===== src/hw/rtl/next_lexicographic_arrangement_assert.svh =====
// Assertion macros for the next lexicographic arrangement block.
`ifndef NEXT_LEXICOGRAPHIC_ARRANGEMENT_ASSERT_SVH
`define NEXT_LEXICOGRAPHIC_ARRANGEMENT_ASSERT_SVH
`ifndef SYNTHESIS
`define NLA_ASSERT_IMPLY(lbl, ante, cons) \
    lbl: assert property (@(posedge clk) disable iff (!rst_n) (ante) |-> (cons)) \
        else $error("nla: assertion failed");
`define NLA_ASSERT_ALWAYS(lbl, expr) \
    lbl: assert property (@(posedge clk) disable iff (!rst_n) (expr)) \
        else $error("nla: assertion failed");
`else
`define NLA_ASSERT_IMPLY(lbl, ante, cons)
`define NLA_ASSERT_ALWAYS(lbl, expr)
`endif
`endif


===== src/hw/rtl/nla_pkg.sv =====
// Shared constants, types and stage payloads for the arrangement pipeline.
package nla_pkg;

    localparam int MAX_LEN  = 8;
    localparam int SYM_BITS = 16;
    localparam int IDX_W    = $clog2(MAX_LEN);
    localparam int LEN_W    = $clog2(MAX_LEN + 1);
    localparam int LEN_IN_W = 4;

    typedef logic [SYM_BITS-1:0] sym_t;
    typedef sym_t [MAX_LEN-1:0]  word_t;
    typedef logic [IDX_W-1:0]    idx_t;
    typedef logic [LEN_W-1:0]    len_t;

    // after ascent detection
    typedef struct packed {
        word_t              word;
        len_t               n;
        logic [MAX_LEN-2:0] asc;
    } s1_t;

    // after pivot selection
    typedef struct packed {
        word_t word;
        len_t  n;
        idx_t  p;
        logic  has_piv;
        sym_t  pv;
    } s2_t;

    // after successor search
    typedef struct packed {
        word_t word;
        len_t  n;
        idx_t  p;
        idx_t  j;
        logic  wrap;
    } s3_t;

endpackage


===== src/hw/rtl/nla_detect.sv =====
// Stage 1: length saturation and ascent flags between neighbouring symbols.
module nla_detect
    import nla_pkg::*;
(
    input  logic                clk,
    input  logic                rst_n,
    input  logic                in_valid,
    output logic                in_ready,
    input  logic [LEN_IN_W-1:0] sym_count,
    input  word_t               word_in,
    output logic                out_valid,
    input  logic                out_ready,
    output s1_t                 out_data
);

    logic valid_reg;
    s1_t  data_reg;
    s1_t  data_next;

    always_comb
    begin
        data_next.word = word_in;
        if (sym_count > LEN_IN_W'(MAX_LEN))
            data_next.n = LEN_W'(MAX_LEN);
        else
            data_next.n = LEN_W'(sym_count);
        for (int k = 0; k < MAX_LEN - 1; k++)
        begin
            data_next.asc[k] = (LEN_W'(k + 1) < data_next.n) && (word_in[k] < word_in[k + 1]);
        end
    end

    assign in_ready = !valid_reg || out_ready;

    always_ff @(posedge clk or negedge rst_n)
    begin
        if (!rst_n)
            valid_reg <= 1'b0;
        else if (in_ready)
            valid_reg <= in_valid;
    end

    always_ff @(posedge clk)
    begin
        if (in_valid && in_ready)
            data_reg <= data_next;
    end

    assign out_valid = valid_reg;
    assign out_data  = data_reg;

endmodule


===== src/hw/rtl/nla_pivot.sv =====
// Stage 2: rightmost ascent picks the pivot and its symbol.
module nla_pivot
    import nla_pkg::*;
(
    input  logic clk,
    input  logic rst_n,
    input  logic in_valid,
    output logic in_ready,
    input  s1_t  in_data,
    output logic out_valid,
    input  logic out_ready,
    output s2_t  out_data
);

    logic valid_reg;
    s2_t  data_reg;
    s2_t  data_next;

    always_comb
    begin
        data_next.word    = in_data.word;
        data_next.n       = in_data.n;
        data_next.p       = '0;
        data_next.has_piv = 1'b0;
        // later hits overwrite, so the rightmost ascent wins
        for (int k = 0; k < MAX_LEN - 1; k++)
        begin
            if (in_data.asc[k])
            begin
                data_next.p       = IDX_W'(k);
                data_next.has_piv = 1'b1;
            end
        end
        data_next.pv = in_data.word[data_next.p];
    end

    assign in_ready = !valid_reg || out_ready;

    always_ff @(posedge clk or negedge rst_n)
    begin
        if (!rst_n)
            valid_reg <= 1'b0;
        else if (in_ready)
            valid_reg <= in_valid;
    end

    always_ff @(posedge clk)
    begin
        if (in_valid && in_ready)
            data_reg <= data_next;
    end

    assign out_valid = valid_reg;
    assign out_data  = data_reg;

endmodule


===== src/hw/rtl/nla_succ.sv =====
// Stage 3: rightmost symbol after the pivot that is larger than it.
`include "next_lexicographic_arrangement_assert.svh"
module nla_succ
    import nla_pkg::*;
(
    input  logic clk,
    input  logic rst_n,
    input  logic in_valid,
    output logic in_ready,
    input  s2_t  in_data,
    output logic out_valid,
    input  logic out_ready,
    output s3_t  out_data
);

    logic valid_reg;
    s3_t  data_reg;
    s3_t  data_next;

    always_comb
    begin
        data_next.word = in_data.word;
        data_next.n    = in_data.n;
        data_next.p    = in_data.p;
        data_next.wrap = !in_data.has_piv;
        data_next.j    = '0;
        for (int k = 0; k < MAX_LEN; k++)
        begin
            if (in_data.has_piv && (IDX_W'(k) > in_data.p) && (LEN_W'(k) < in_data.n)
                && (in_data.word[k] > in_data.pv))
                data_next.j = IDX_W'(k);
        end
    end

    assign in_ready = !valid_reg || out_ready;

    always_ff @(posedge clk or negedge rst_n)
    begin
        if (!rst_n)
            valid_reg <= 1'b0;
        else if (in_ready)
            valid_reg <= in_valid;
    end

    always_ff @(posedge clk)
    begin
        if (in_valid && in_ready)
            data_reg <= data_next;
    end

    assign out_valid = valid_reg;
    assign out_data  = data_reg;

    // successor sits inside the valid part, right of the pivot
    `NLA_ASSERT_ALWAYS(a_succ_range, !valid_reg || data_reg.wrap || ((data_reg.j > data_reg.p) && (LEN_W'(data_reg.j) < data_reg.n)))
    `NLA_ASSERT_IMPLY(a_succ_larger, valid_reg && !data_reg.wrap, data_reg.word[data_reg.j] > data_reg.word[data_reg.p])

endmodule


===== src/hw/rtl/nla_arrange.sv =====
// Stage 4: pivot swap and suffix reversal into the output register.
`include "next_lexicographic_arrangement_assert.svh"
module nla_arrange
    import nla_pkg::*;
(
    input  logic  clk,
    input  logic  rst_n,
    input  logic  in_valid,
    output logic  in_ready,
    input  s3_t   in_data,
    output logic  out_valid,
    input  logic  out_ready,
    output word_t word_out,
    output logic  wrapped
);

    logic  valid_reg;
    word_t word_reg;
    word_t word_next;
    logic  wrap_reg;
    len_t  n_reg;
    idx_t  lo;
    idx_t  src;
    logic  [LEN_W:0] mirror;
    logic  sorted;

    always_comb
    begin
        // reversal starts after the pivot, or at zero on wrap-around
        lo = in_data.wrap ? '0 : in_data.p + 1'b1;
        for (int k = 0; k < MAX_LEN; k++)
        begin
            mirror = (LEN_W+1)'(lo) + (LEN_W+1)'(in_data.n) - (LEN_W+1)'(k) - (LEN_W+1)'(1);
            if ((IDX_W'(k) >= lo) && (LEN_W'(k) < in_data.n))
                src = mirror[IDX_W-1:0];
            else
                src = IDX_W'(k);
            if (!in_data.wrap && (src == in_data.p))
                word_next[k] = in_data.word[in_data.j];
            else if (!in_data.wrap && (src == in_data.j))
                word_next[k] = in_data.word[in_data.p];
            else
                word_next[k] = in_data.word[src];
        end
    end

    assign in_ready = !valid_reg || out_ready;

    always_ff @(posedge clk or negedge rst_n)
    begin
        if (!rst_n)
            valid_reg <= 1'b0;
        else if (in_ready)
            valid_reg <= in_valid;
    end

    always_ff @(posedge clk)
    begin
        if (in_valid && in_ready)
        begin
            word_reg <= word_next;
            wrap_reg <= in_data.wrap;
            n_reg    <= in_data.n;
        end
    end

    assign out_valid = valid_reg;
    assign word_out  = word_reg;
    assign wrapped   = wrap_reg;

    always_comb
    begin
        sorted = 1'b1;
        for (int k = 0; k < MAX_LEN - 1; k++)
        begin
            if ((LEN_W'(k + 1) < n_reg) && (word_reg[k] > word_reg[k + 1]))
                sorted = 1'b0;
        end
    end

    // a wrap-around result must be the first arrangement
    `NLA_ASSERT_IMPLY(a_wrap_sorted, valid_reg && wrap_reg, sorted)

endmodule


===== src/hw/rtl/next_lexicographic_arrangement.sv =====
// Four register stages lie between request acceptance and result valid.
// Throughput: one request per cycle unless the output stalls; stages are detect, pivot, successor, arrange.
// Each stage stalls only when full and blocked, so bubbles close up under backpressure.
// Reset (rst_n, asynchronous, active low) clears the stage valid bits; data is not reset.
// Top level: next lexicographic arrangement of up to eight symbols.
module next_lexicographic_arrangement
    import nla_pkg::*;
(
    input  logic                clk,
    input  logic                rst_n,
    // request channel
    input  logic                in_valid,
    output logic                in_ready,
    input  logic [LEN_IN_W-1:0] sym_count,
    input  sym_t                in_sym_0,
    input  sym_t                in_sym_1,
    input  sym_t                in_sym_2,
    input  sym_t                in_sym_3,
    input  sym_t                in_sym_4,
    input  sym_t                in_sym_5,
    input  sym_t                in_sym_6,
    input  sym_t                in_sym_7,
    // result channel
    output logic                out_valid,
    input  logic                out_ready,
    output sym_t                out_sym_0,
    output sym_t                out_sym_1,
    output sym_t                out_sym_2,
    output sym_t                out_sym_3,
    output sym_t                out_sym_4,
    output sym_t                out_sym_5,
    output sym_t                out_sym_6,
    output sym_t                out_sym_7,
    output logic                wrapped
);

    // Position 0 is the most significant symbol in the ordering.
    word_t word_in;
    word_t word_out;

    // inter-stage handshakes
    logic s1_valid;
    logic s1_ready;
    s1_t  s1_data;
    logic s2_valid;
    logic s2_ready;
    s2_t  s2_data;
    logic s3_valid;
    logic s3_ready;
    s3_t  s3_data;

    assign word_in[0] = in_sym_0;
    assign word_in[1] = in_sym_1;
    assign word_in[2] = in_sym_2;
    assign word_in[3] = in_sym_3;
    assign word_in[4] = in_sym_4;
    assign word_in[5] = in_sym_5;
    assign word_in[6] = in_sym_6;
    assign word_in[7] = in_sym_7;

    // Stage 1: clamp the length and flag every ascent inside it.
    nla_detect u_detect (
        .clk       (clk),
        .rst_n     (rst_n),
        .in_valid  (in_valid),
        .in_ready  (in_ready),
        .sym_count (sym_count),
        .word_in   (word_in),
        .out_valid (s1_valid),
        .out_ready (s1_ready),
        .out_data  (s1_data)
    );

    // Stage 2: rightmost ascent is the pivot; none means the last arrangement.
    nla_pivot u_pivot (
        .clk       (clk),
        .rst_n     (rst_n),
        .in_valid  (s1_valid),
        .in_ready  (s1_ready),
        .in_data   (s1_data),
        .out_valid (s2_valid),
        .out_ready (s2_ready),
        .out_data  (s2_data)
    );

    // Stage 3: rightmost symbol beyond the pivot that beats it.
    nla_succ u_succ (
        .clk       (clk),
        .rst_n     (rst_n),
        .in_valid  (s2_valid),
        .in_ready  (s2_ready),
        .in_data   (s2_data),
        .out_valid (s3_valid),
        .out_ready (s3_ready),
        .out_data  (s3_data)
    );

    // Stage 4: swap and reverse; on wrap the whole valid part is reversed.
    // Its register is the output register, so the result is held while stalled.
    nla_arrange u_arrange (
        .clk       (clk),
        .rst_n     (rst_n),
        .in_valid  (s3_valid),
        .in_ready  (s3_ready),
        .in_data   (s3_data),
        .out_valid (out_valid),
        .out_ready (out_ready),
        .word_out  (word_out),
        .wrapped   (wrapped)
    );

    assign out_sym_0 = word_out[0];
    assign out_sym_1 = word_out[1];
    assign out_sym_2 = word_out[2];
    assign out_sym_3 = word_out[3];
    assign out_sym_4 = word_out[4];
    assign out_sym_5 = word_out[5];
    assign out_sym_6 = word_out[6];
    assign out_sym_7 = word_out[7];

endmodule


===== config.mk =====
export PLATFORM = sky130hd
export DESIGN_NAME = next_lexicographic_arrangement
export DESIGN_NICKNAME = d
export VERILOG_FILES = /design/src/hw/rtl/nla_pkg.sv /design/src/hw/rtl/nla_detect.sv /design/src/hw/rtl/nla_pivot.sv /design/src/hw/rtl/nla_succ.sv /design/src/hw/rtl/nla_arrange.sv /design/src/hw/rtl/next_lexicographic_arrangement.sv
export VERILOG_INCLUDE_DIRS = /design/src /design/src/hw/rtl
export SDC_FILE = /design/constraint.sdc
export NUM_CORES = 2
export LEC_CHECK = 0
export BUFFER_PORTS_ARGS = -buffer_cell sky130_fd_sc_hd__buf_2
export CAP_MARGIN = 40
export CORE_MARGIN = 4
export CORE_UTILIZATION = 60
export CTS_CLUSTER_SIZE = 16
export DETAILED_ROUTE_END_ITERATION = 8
export PLACE_DENSITY = 0.9
export SLEW_MARGIN = 30
export SYNTH_ARGS = -nofsm -noshare
export SYNTH_HDL_FRONTEND = slang
export SYNTH_SLANG_ARGS = --single-unit

===== constraint.sdc =====
create_clock -name clk -period 12.2 [get_ports clk]
set_clock_uncertainty 0.1 [all_clocks]
set_input_delay 1.22 -clock clk [delete_from_list [all_inputs] [get_ports clk]]
set_output_delay 1.22 -clock clk [all_outputs]
set_load 0.005 [all_outputs]

==> flow_summary_export.csv <==
group,metric,value,unit
detailed_routing,drtPass1Iterations,9,
detailed_routing,vias_per_cell,7.54,
sta,hold_viol_final,0,
layout,diodes,0,
worst_setup_path,critical_path_class,"reg2reg",
worst_setup_path,reg2regPathDepth,16,
layout,num-nets-final,3881,
yosys,avgSynthCellArea,11.1,sq um
flow_run,maxCapViolations,0,
clock_tree,cts-root-buf,"clkbuf_16",
worst_setup_path,crit_required,12440,ps
layout,layout.cells.non_filler,4416,
yosys,yosys.area.top_type,"edfxtp_1",
placed_design,place_area,40100,sq um
clock_tree,numCtsBuffers,58,
sta,fin_setup_tns,0,ps
worst_setup_path,r2r_setup_slack,5450,ps
yosys,yosys-top-cells-area,"edfxtp_1 44%, ha_1 7.3%, mux4_2 5.8%",
clock_tree,ctsHoldBuffers,0,
worst_setup_path,critPathMaxFanout,36,
yosys,postSynthCellCount,3445,
worst_setup_path,crit_buf_inv,5,
placed_design,gp_congestion,1.05,
worst_setup_path,r2r_start,"u_succ.out_data[4]",
worst_setup_path,cpMostUsedCell,"buf_4",
layout,nFillCells,4514,
detailed_routing,routedWlPerCell,31.6,microns
yosys,synth_cell_types,91,
yosys,async_reset_ff_share,0.710,%
die,die_height,260,microns
worst_setup_path,r2r-end,"u_arrange.word_out[99]",
grt,grt_first_pass_wirelength,202000,microns
die,die_w,260,microns
die,start_util,60.5,%
grt,grt_pass1_vias,31400,
sta,rsz0062_at_grt,"false",
yosys,syn_area,38100,sq um
sta,min_period,6750,ps
worst_setup_path,cp_slowest_cell,"fa_1",
sta,fin_crit_sh,55.3,%
grt,antenna_found_initial,2,
worst_hold_path,hold_class,"in2async",
detailed_routing,first_iter_violations,6567,
placed_design,port_buffers,266,
yosys,ys.flop_type,"edfxtp_1",
yosys,yosysSeqAreaShare,44.3,%
detailed_routing,vias,33300,
run_status,status,"complete, but fails checks",
worst_setup_path,critical_path.max_stage_delay,890,ps
pwr,power,9300,uW
pwr,powerDensity,220,nW/um^2
run_status,violations,"DRC",
yosys,synth-seq-cells,563,
detailed_routing,routed_wl,139000,microns
die,rows,92,
worst_setup_path,arrival,6980,ps
yosys,synth_edf_count,559,
clock_tree,clockBufferDepth,3,
sta,max_slew.worst_pin.slew,950,ps
clock_tree,cts_setup_buffers,0,
detailed_routing,route.detailed.drc,25,
worst_setup_path,cp_top_family,"simple AND/OR/NAND/NOR gates",
pwr,irDropWorstVdd,0.165,mV
sta,slew_viol_final,0,
die,ios,267,
grt,grt_max_degree,130,
clock_tree,clkLatencyLatePin,650,ps
clock_tree,clkTransAtPathRegs,60,ps
yosys,yosys_warnings,0,
clock_tree,cts_max_level,2,
detailed_routing,antenna_left,0,
worst_setup_path,worstSetupEndpointType,"register",
layout,final_area,42200,sq um
clock_tree,cts_tree,"built",
worst_setup_path,crit_path_cell_trace,"buf_4 -> buf_12 -> ha_1 -> nand2b_1 -> inv_1 -> fa_1 -> ha_1 -> buf_4 -> xor3_1 -> nor3_1 -> or3_2 -> xnor2_1 -> o2111ai_1 -> nor2b_1 -> buf_4 -> a221oi_1",
grt,grt.total_usage,39.7,%
die,die_area,67600,sq um
pwr,power_leakage,0.0166,uW
yosys,synth_top_cell_area_share,44.0,%
placed_design,dp_hpwl,95400,microns
clock_tree,cts_resized,0,
sta,setup_viol,0,
layout,layout-drive-gt1-share,21.0,%
layout,area_growth_syn_to_layout,10.8,%
sta,slew_headroom,35.4,%
sta,fmaxAchievable,148,MHz
grt,grt_overflow_total,0,
clock_tree,cts_sinks,563,
sta,holdWs,270,ps
yosys,synth_nets,3804,
worst_setup_path,start_kind,"register",
placed_design,placed_cells,4294,
die,core,63000,sq um
-- cell usage in the layout (no fill, tap or decap), types with 16 or more instances in the layout --
| cell | synthesis | final |
|---|---|---|
| buf_2 | 46 | 279 |
| nand2_1 | 215 | 212 |
| a31oi_1 | 52 | 52 |
| nor2_1 | 84 | 79 |
| o211ai_1 | 33 | 33 |
| xnor2_1 | 29 | 29 |
| mux2_2 | 84 | 84 |
| nand3_1 | 82 | 82 |
| o22a_1 | 48 | 48 |
| nor2b_1 | 29 | 26 |
| a211oi_1 | 133 | 132 |
| o21ai_0 | 129 | 128 |
| or4_1 | 18 | 18 |
| and3_1 | 49 | 49 |
| a311oi_1 | 18 | 18 |
| a222oi_1 | 16 | 16 |
| mux2i_1 | 175 | 169 |
| and2_1 | 32 | 28 |
| a21bo_2 | 16 | 16 |
| clkbuf_16 | 0 | 58 |
| a21oi_1 | 151 | 150 |
| edfxtp_1 | 559 | 559 |
| nor3_1 | 54 | 52 |
| inv_1 | 177 | 176 |
| o31ai_1 | 23 | 22 |
| o221ai_1 | 60 | 60 |
| a211o_1 | 23 | 23 |
| mux4_2 | 98 | 98 |
| o22ai_1 | 145 | 145 |
| a21o_1 | 39 | 39 |
| ha_1 | 222 | 221 |
| nand4_1 | 26 | 26 |
| buf_4 | 6 | 80 |
| nand2b_1 | 20 | 20 |
| o21a_1 | 19 | 19 |
| nor4_1 | 22 | 20 |
-- power breakdown --
| group | leakage, uW | internal [uW] | total (uW) | switching, uW |
|---|---|---|---|---|
| clock network | 0.000899 | 989 | 1780 | 787 |
| registers | 0.00546 | 2690 | 3140 | 450 |
| logic | 0.0102 | 1730 | 4390 | 2660 |
| total | 0.0166 | 5410 | 9300 | 3890 |
-- per-stage QoR --
step / setup slack, ps / util, %
after floorplan: 4460 / -
after global placement: 5590 / 63.3
after detailed placement: 5550 / 63.7
after CTS: 5540 / 66.7
after global routing: 5150 / 67.1
final: 5450 / 67.1
-- worst max path at each step --
stage | from | end | slack (ps) | depth (start not counted)
6_report | u_succ.out_data[4] | u_arrange.word_out[99] | 5450 | 16
5_1_grt | u_succ.out_data[4] | u_arrange.word_out[99] | 5150 | 16
4_1_cts | u_succ.out_data[4] | u_arrange.word_out[99] | 5540 | 15
3_5_place_dp | u_succ.out_data[4] | u_arrange.word_out[99] | 5550 | 15
3_3_place_gp | u_succ.out_data[4] | u_arrange.word_out[99] | 5590 | 15
2_1_floorplan | out_ready | u_arrange.word_out[0] | 4460 | 2
-- layer usage --
| layer | global-route usage, % | share of wire, % | vias to the layer above |
|---|---|---|---|
| met4 | 22.1 | 7.9 | 6 |
| met2 | 59.7 | 43 | 3222 |
| met1 | 50.9 | 33 | 15500 |
| met3 | 13.1 | 16 | 866 |
| li1 | - | - | 13700 |
| met5 | 0.365 | 0.046 | - |
-- cell type report --
cell class | instances | area, sq um | area share [%]
Clock inverter | 41 | 422 | 0.999
Clock buffer | 67 | 1490 | 3.52
Tap cell | 846 | 1060 | 2.51
Timing Repair Buffer | 381 | 2400 | 5.67
Sequential cell | 563 | 16900 | 40.0
Inverter | 178 | 668 | 1.58
Multi-Input combinational cell | 2340 | 19300 | 45.7
-- registers in the layout (all words and copies together), names as in the netlist --
name	cells
u_succ.out_data	139
u_arrange.word_out	128
u_detect.out_data	139
u_pivot.out_valid	1
u_detect.out_valid	1
u_arrange.out_valid	1
u_pivot.out_data	152
u_arrange.wrapped	1
u_succ.out_valid	1
-- cells by family after synthesis --
group / Yosys count / share of synthesized area, %
adders and majority gates: 223 / 7.34
AOI/OAI and AO/OA: 1028 / 19.3
xor gates and xnor gates: 50 / 1.46
DFF: 563 / 44.3
buffers and inverters: 542 / 5.59
muxes: 357 / 12.9
and+or+nand+nor: 682 / 9.19
-- synthesized netlist by cell type, types with 54 or more instances --
library cell    n
nor3_1         54
mux2_2         84
clkbuf_1      258
o22ai_1       145
mux4_2         98
ha_1          222
a21oi_1       151
nand2_1       215
nand3_1        82
o21ai_0       129
edfxtp_1      559
o221ai_1       60
a211oi_1      133
inv_1         177
nor2_1         84
mux2i_1       175
Power figures use the tool's default switching activity.
